--- config.mk ---
export PLATFORM = sky130hd
export DESIGN_NAME = cia_div_step
export DESIGN_NICKNAME = d
export VERILOG_FILES = /design/src/rtl/cia_pkg.sv /design/src/rtl/cia_div_step.sv
export SDC_FILE = /design/constraint.sdc
export NUM_CORES = 1
export LEC_CHECK = 0
export BUFFER_PORTS_ARGS = -buffer_cell sky130_fd_sc_hd__buf_2
export CORE_ASPECT_RATIO = 2
export CORE_MARGIN = 1
export CORE_UTILIZATION = 43
export DETAILED_ROUTE_END_ITERATION = 10
export GPL_TIMING_DRIVEN = 0
export PLACE_DENSITY_LB_ADDON = 0.15
export SYNTH_ARGS = -nofsm -noshare
export SYNTH_HDL_FRONTEND = slang
export SYNTH_SLANG_ARGS = --single-unit
--- constraint.sdc ---
create_clock -name aclk -period 2.85 [get_ports aclk]
set_clock_uncertainty 0.1 [all_clocks]
set_input_delay 0.4275 -clock aclk [delete_from_list [all_inputs] [get_ports aclk]]
set_output_delay 0.4275 -clock aclk [all_outputs]
set_load 0.02 [all_outputs]
--- src/rtl/cia_pkg.sv ---
// ----------------------------------------------------------------------------
// cia_pkg
// Widths, command codes and request/response types of the complex ALU.
// ----------------------------------------------------------------------------
package cia_pkg;

    localparam int CIA_WIDTH = 16;
    // Products, numerators and the squared magnitude need twice the width.
    localparam int CIA_NW    = 2 * CIA_WIDTH;

    localparam logic [2:0] CMD_ADD  = 3'd0;
    localparam logic [2:0] CMD_SUB  = 3'd1;
    localparam logic [2:0] CMD_MUL  = 3'd2;
    localparam logic [2:0] CMD_DIV  = 3'd3;
    localparam logic [2:0] CMD_CONJ = 3'd4;
    localparam logic [2:0] CMD_NEG  = 3'd5;
    localparam logic [2:0] CMD_EQ   = 3'd6;

    typedef struct packed {
        logic [2:0]                  command;
        logic signed [CIA_WIDTH-1:0] a_re;
        logic signed [CIA_WIDTH-1:0] a_im;
        logic signed [CIA_WIDTH-1:0] b_re;
        logic signed [CIA_WIDTH-1:0] b_im;
    } cia_req_t;

    typedef struct packed {
        logic signed [CIA_WIDTH-1:0] res_re;
        logic signed [CIA_WIDTH-1:0] res_im;
        logic                        is_equal;
        logic                        div_by_zero;
    } cia_rsp_t;

    // Everything an item carries alongside the divider.
    typedef struct packed {
        logic                 is_div;
        logic                 neg_re;
        logic                 neg_im;
        logic                 div_by_zero;
        logic                 is_equal;
        logic [CIA_WIDTH-1:0] res_re;
        logic [CIA_WIDTH-1:0] res_im;
    } cia_side_t;

endpackage

--- src/rtl/cia_div_step.sv ---
// ----------------------------------------------------------------------------
// cia_div_step
// One registered restoring-division step: produces one quotient bit.
// ----------------------------------------------------------------------------
module cia_div_step import cia_pkg::*; (
    input  logic              aclk,
    input  logic              en,
    input  logic [CIA_NW-1:0] rem_i,
    input  logic [CIA_NW-1:0] num_i,
    input  logic [CIA_NW-1:0] q_i,
    input  logic [CIA_NW-1:0] den_i,
    output logic [CIA_NW-1:0] rem_o,
    output logic [CIA_NW-1:0] num_o,
    output logic [CIA_NW-1:0] q_o
);

    logic [CIA_NW-1:0] rem_reg, num_reg, q_reg;
    logic [CIA_NW-1:0] rem_next, num_next, q_next;
    logic [CIA_NW:0]   trial;
    logic [CIA_NW:0]   diff;
    logic              fits;

    always_comb begin
        // Bring down the next numerator bit and try to subtract the divisor.
        trial    = {rem_i, num_i[CIA_NW-1]};
        diff     = trial - {1'b0, den_i};
        fits     = (trial >= {1'b0, den_i});
        rem_next = fits ? diff[CIA_NW-1:0] : trial[CIA_NW-1:0];
        num_next = {num_i[CIA_NW-2:0], 1'b0};
        q_next   = {q_i[CIA_NW-2:0], fits};
    end

    always_ff @(posedge aclk) begin
        if (en) begin
            rem_reg <= rem_next;
            num_reg <= num_next;
            q_reg   <= q_next;
        end
    end

    assign rem_o = rem_reg;
    assign num_o = num_reg;
    assign q_o   = q_reg;

endmodule

==> qor.yml, run 1 <==
placed_design:
  hpwl_mm: 11.2
  gp_congestion: 0.899
  port_buffers: 223
  place_area_um2: 6520
hold_path:
  holdPathStages: 1
  hold_path.class: "input pin to flop"
worst_setup_path:
  cp_max_fo: 10
  required_ns: 2.85
  end_kind: "flop"
  critPathKind: "input pin to flop"
  critPathLaunchType: "input pin"
  critPathArrivalTime_ns: 2.83
outcome:
  status: "finished, final reports clean"
drt:
  detail_route.wl_per_cell_um: 17.8
  drc: 0
  wl_mm: 15.0
  drtPass1Iterations: 4
  dr_total_vias: 4459
  postRouteAntennaNets: 0
  drtIter0Drc: 264
  vias_per_cell: 5.28
cts:
  ctsHoldBuffers: 0
  cts_tree: "done"
  clk_pin_slew_worst_paths_ns: 0.08
  cts_num_sinks: 95
  root_buffer: "clkbuf_16"
  numCtsBuffers: 9
  cts_max_level: 3
  cts_buffer_depth: 2
synth:
  synthCells: 456
  postSynthNetCount: 619
  ys_warn_count: 0
  syn_area_per_cell_um2: 11.4
  ys_types: 50
  ys_seq_elements: 95
  synth_flop_cell: "edfxtp_1"
  synth_area_leader_cell: "edfxtp_1"
  synth-seq-area-share_pct: 55.0
  synth_area_um2: 5190
  synth-edff-count: 95
  netlist.area_leader.share_pct: 55.0
  async_flop_share_pct: 0
  synth_area_leaders: "edfxtp_1 55%, ha_1 7.7%, a21oi_1 5.2%"
final_layout:
  most-common-layout-cells: "225 x buf_2, 95 x edfxtp_1, 48 x a21oi_1"
  drive_above_1_share_pct: 43.1
  design_area_um2: 7050
  n_antenna_cell: 0
  final_common_cell: "buf_2"
  nets: 858
  syn2layout_area_growth_pct: 35.8
  final_core_util_pct: 59.9
sta:
  holdWs_ns: 0.151
  fin_crit_sh_pct: 99.2
  slew_viol_final: 0
  rsz0062_at_grt: "true"
  fin_crit_ns: 2.83
  max_freq_mhz: 354
  tns_ns: 0
  setup_viol: 0
  hold_viol_final: 0
floorplanning:
  die_h_um: 157
  rows: 56
  dieArea_um2: 12500
  core_um2: 11800
  dieWidth_um: 79.7
  initial_core_util_pct: 44.1
  io_pins: 226
power:
  p_total_mw: 4.14
  power_density_nw_per_um2: 588
  power_leakage_nw: 3.23
  ir_drop_mv: 0.320
grt:
  grt_max_degree: 78
  grt_pass1_vias: 4276
  grt_util_all_layers_pct: 23.2
  antenna_found_initial: 0
  gr-total-overflow: 0
  grt_pass1_wl_mm: 21.6
job:
  cap_viol_max_count: 0
-- sequential cells by signal (all words and copies together), names as in the netlist --
name,cells
rem_o,32
num_o,31
q_o,32
-- per-layer routing --
layer	GRT usage, %	up-vias	share of wire (%)
li1	-	2134	-
met1	22.8	2114	35
met2	45.1	177	57
met3	4.06	34	5.1
met4	10.9	0	3.2
met5	0	-	0
-- cells by family after synthesis --
family | Yosys count | synth area share (%)
XOR/XNOR | 26 | 4.39
flip-flops | 95 | 55.0
other | 1 | 0.0722
adder cells (fa/ha/maj) | 33 | 8.10
multiplexers | 10 | 2.70
AO/OA/AOI/OAI | 120 | 14.1
buffers and inverters | 64 | 5.62
AND/OR/NAND/NOR | 107 | 10.1
-- power breakdown --
part	leakage, nW	internal [mW]	switching (mW)	total [mW]
clock	0.143	0.619	0.595	1.21
combinational	2.15	0.471	0.699	1.17
sequential	0.931	1.72	0.0342	1.76
-- Yosys cell counts (all sizes together) (3+ instances only) --
library cell and count:
nor2 37, edfxtp 95, nand2b 7, a2111oi 4, mux2 8, ha 32, nand3 8, a211oi 3
o31ai 7, buf 12, o21a 6, nand2 24, a21oi 55, a21o 8, o21ai 21, nor3 3
o21bai 5, clkbuf 6, nand4 8, and2 3, inv 46, xnor2 16, xor2 10
-- cell type report --
cell class	count	area, um2
buffer	13	114
clock buffer	9	225
clock inverter	7	72.6
fill	1033	4720
inverter	46	173
multi-input combinational	297	2200
sequential	95	2850
tap	145	181
timing repair buffer	233	1230
-- worst paths after layout --
kind      start  endpoint  slack [ns]
max   rem_i[19]  rem_o[3]        0.02
min     q_i[12]   q_o[13]        0.15
-- critical path: stages --
cell	delay [ns]
buf_2	0.11
ha_1	0.28
clkbuf_4	0.19
a21oi_4	0.16
o21ai_1	0.12
a311oi_2	0.34
o21ai_2	0.11
or3b_1	0.38
o21a_4	0.24
buf_12	0.14
buf_6	0.14
o21a_1	0.18
-- through the flow --
stage | std cells | setup WS (ns)
after floorplan | 456 | 0.00512
after global placement | 824 | -0.634
after detailed placement | 825 | -0.695
after CTS | 844 | 0.00151
after global routing | 845 | -0.0570
final | 845 | 0.0221
-- what timing repair did --
| item | 4_1_cts | 5_1_grt |
|---|---|---|
| endpoints found under the setup margin | 27 | 32 |
| gates cloned | 0 | 1 |
| pin swaps | 5 | 5 |
| buffers inserted | 5 | 3 |
| resized for setup | 16 | 25 |
No activity file was read; power rests on OpenSTA's default activity.
==> run 2, diff against run 1 <==
- CTS_CLUSTER_SIZE: default -> 25
- PLACE_DENSITY_LB_ADDON: 0.15 -> 0.2
- clock period: 2.85 -> 2.4 ns (I/O delays scaled with it)
==> qor.yml, run 2 (same netlist as run 1, synthesis figures left out) <==
outcome:
  status: "complete, but fails checks"
  violations: "setup timing"
cts:
  clk_pin_slew_worst_paths_ns: 0.08
  cts_num_sinks: 95
  root_buffer: "clkbuf_16"
  cts_max_level: 3
  numCtsBuffers: 9
  cts_tree: "done"
  cts_buffer_depth: 2
final_layout:
  syn2layout_area_growth_pct: 50.9
  nets: 876
  drive_above_1_share_pct: 55.2
  fillCellCount: 939
  seq_area_um2: 2850
  most-common-layout-cells: "217 x buf_2, 95 x edfxtp_1, 40 x inv_1"
  multiInputGateArea_um2: 2710
  final_core_util_pct: 66.5
  final_common_cell: "buf_2"
power:
  ir_drop_mv: 0.501
  power_leakage_nw: 3.37
  power_density_nw_per_um2: 659
  p_total_mw: 5.16
drt:
  drc: 0
  dr_total_vias: 4589
  detail_route.wl_per_cell_um: 18.3
  drtPass1Iterations: 4
  vias_per_cell: 5.31
  wl_mm: 15.8
  postRouteAntennaNets: 0
  drtIter0Drc: 254
floorplanning:
  dieArea_um2: 12500
  initial_core_util_pct: 44.1
  rows: 56
  dieWidth_um: 79.7
  io_pins: 226
  core_um2: 11800
  die_h_um: 157
placed_design:
  hpwl_mm: 11.5
  gp_congestion: 0.852
  port_buffers: 223
worst_setup_path:
  critPathKind: "input pin to flop"
  required_ns: 2.39
  cp_max_fo: 6
  end_kind: "flop"
  critPathArrivalTime_ns: 2.58
  critPathLaunchType: "input pin"
hold_path:
  hold_path.class: "input pin to flop"
grt:
  grt_util_all_layers_pct: 24.1
  grt_pass1_wl_mm: 22.5
  antenna_found_initial: 1
  grt_pass1_vias: 4745
  grt_max_degree: 65
  gr-total-overflow: 0
sta:
  hold_viol_final: 0
  fin_ws_ns: -0.188
  fin_crit_sh_pct: 108
  slew_viol_final: 0
  setup_viol: 33
  rsz0062_at_grt: "true"
  fin_crit_ns: 2.59
  max_freq_mhz: 386
job:
  cap_viol_max_count: 0
run 2: path summary, 6_finish.rpt:
kind | cells after the start | slack [ns] | start | to
max | 12 | -0.19 | den_i[30] | rem_o[3]
min | 1 | 0.08 | q_i[18] | q_o[19]
run 2: repair_timing:
item                                    CTS  global route
endpoints found under the setup margin   33            33
cloned                                    2             0
buffers inserted                         21             9
gates resized for setup                  91            67
pin swaps                                31            19
hold buffers                              0             0
run 2: worst max-delay path, cell delays in order:
cell     delay (ns)
buf_2          0.10
inv_1          0.08
ha_4           0.21
nand2_1        0.07
nand2_1        0.06
a211o_1        0.31
a31oi_1        0.23
or3b_4         0.42
o21a_4         0.26
buf_12         0.16
buf_12         0.15
o21a_1         0.16
run 2: layout make-up:
type	count	area share (%)
clock buffers	9	2.88
repair buffers	256	18.9
plain buffers	8	1.65
clock inverters	7	0.847
well taps	145	2.32
inverters	46	2.40
diodes	1	0.0320
flip-flops and latches	95	36.4
multi-input cells	297	34.6
run 2: metal layers:
metal / vias to the layer above / global-route usage (%) / wire length [um]
met5: - / 0 / 0
met4: 0 / 12.4 / 758
met3: 48 / 3.77 / 805
met2: 187 / 49.9 / 9220
met1: 2183 / 20.8 / 4980
li1: 2171 / - / -
run 2: power by group:
group / switching (mW) / internal (mW) / leakage [nW]
logic: 0.949 / 0.738 / 2.30
registers: 0.0415 / 2.05 / 0.931
clock network: 0.658 / 0.726 / 0.136
run 2: per-stage QoR:
step                setup WS [ns]  TNS (ns)  hold WS [ns]  area (um2)  cells
floorplan                  -0.343    -10.00         0.359        5290    456
global placement           -0.873    -23.56         0.436        6590    824
detailed placement         -0.839    -23.84         0.438        6620    825
CTS                        -0.119     -2.77        0.0796        7460    855
global route               -0.220     -5.45        0.0761        7830    864
finish                     -0.188     -4.61        0.0839        7830    864
==> run 3, diff against run 2 <==
- REMOVE_ABC_BUFFERS: default -> 1
==> qor.yml, run 3 (same netlist as run 1, synthesis figures left out) <==
drt:
  dr_total_vias: 4814
  wl_mm: 17.4
  vias_per_cell: 5.50
  drc: 0
  detail_route.wl_per_cell_um: 19.9
  postRouteAntennaNets: 0
  drtPass1Iterations: 4
  drtIter0Drc: 276
cts:
  root_buffer: "clkbuf_16"
  ctsHoldBuffers: 0
  cts_tree: "done"
  clk_pin_slew_worst_paths_ns: 0.07
  cts_num_sinks: 95
  cts_buffer_depth: 2
  numCtsBuffers: 9
  cts_max_level: 3
grt:
  use_met3_pct: 4.06
  grt_pass1_vias: 4779
  use_met1_pct: 22.8
  grt_max_degree: 76
  grt_pass1_wl_mm: 24.1
  grt_busiest_layer: "met2"
  gr-total-overflow: 0
  gr-usage-met2_pct: 53.5
  grt_util_all_layers_pct: 26.1
  antenna_found_initial: 0
outcome:
  status: "complete, but fails checks"
  violations: "setup timing"
floorplanning:
  io_pins: 226
  dieArea_um2: 12500
  rows: 56
  die_h_um: 157
  initial_core_util_pct: 44.1
  dieWidth_um: 79.7
  core_um2: 11800
final_layout:
  final_common_cell: "buf_2"
  syn2layout_area_growth_pct: 59.1
  fillCellCount: 845
  nets: 890
  n_antenna_cell: 0
  drive_above_1_share_pct: 57.3
  final_core_util_pct: 70.1
  most-common-layout-cells: "211 x buf_2, 95 x edfxtp_1, 38 x inv_1, 38 x buf_4, 31 x a21oi_1"
  layoutNonFillerInstCount: 876
worst_setup_path:
  critPathLaunchType: "input pin"
  end_kind: "flop"
  critPathKind: "input pin to flop"
  required_ns: 2.39
  critPathArrivalTime_ns: 2.58
  cp_max_fo: 6
sta:
  hold_viol_final: 0
  fin_ws_ns: -0.193
  setup_viol: 31
  fin_crit_ns: 2.59
  rsz0062_at_grt: "true"
  slew_viol_final: 0
  fin_crit_sh_pct: 108
  max_freq_mhz: 386
  holdWs_ns: 0.0856
placed_design:
  hpwl_mm: 11.1
  port_buffers: 223
  gp_congestion: 0.847
  dp.cells: 808
power:
  ir_drop_mv: 0.419
  power_leakage_nw: 3.57
  power_density_nw_per_um2: 692
job:
  cap_viol_max_count: 0
hold_path:
  hold_path.class: "input pin to flop"
run 3: repair_timing:
item,CTS,global route
buffers inserted,27,19
cloned,6,1
resized for setup,125,72
endpoints found under the setup margin,33,33
pin swaps,32,32
run 3: critical path, cell delays in order:
cell and delay, ns:
buf_8 0.10, ha_4 0.25, a21o_1 0.20, o21a_1 0.18
a311oi_2 0.25, o21ai_2 0.11, or3b_4 0.39, o21a_4 0.28
buf_4 0.16, buf_6 0.12, o31ai_2 0.06, o21ai_1 0.13
run 3: layer usage:
| layer | share of wire [%] | wire (um) |
|---|---|---|
| met5 | 0 | 0 |
| met4 | 4.4 | 773 |
| met1 | 32 | 5500 |
| met2 | 59 | 10200 |
| met3 | 5.4 | 943 |
run 3: power by group:
group	leakage (nW)	switching (mW)	internal (mW)
Sequential	0.931	0.0483	2.05
Clock	0.178	0.648	1.13
Combinational	2.46	1.01	0.828
run 3: final timing paths:
kind	from	end	slack, ns	depth (start not counted)
hold / removal	q_i[17]	q_o[18]	0.09	1
setup / recovery	rem_i[22]	rem_o[26]	-0.19	12
run 3: layout make-up:
type | count | area (um2) | share of cell area, %
Tap cell | 145 | 181 | 2.20
Clock inverter | 6 | 140 | 1.70
Multi-Input combinational cell | 298 | 2870 | 34.8
Inverter | 46 | 175 | 2.12
Timing Repair Buffer | 277 | 1810 | 21.9
Clock buffer | 9 | 225 | 2.73
Sequential cell | 95 | 2850 | 34.6
run 3: stage by stage:
stage               power (mW)  cell area, um2  worst slack [ns]  TNS (ns)
floorplan                 2.92            5070             -1.19    -34.17
global placement          3.36            6370             -2.09    -62.31
detailed placement        3.39            6420             -1.17    -30.78
CTS                       5.50            7730            -0.203     -4.41
global route              5.90            8260            -0.274     -7.28
finish                    5.71            8260            -0.193     -4.41
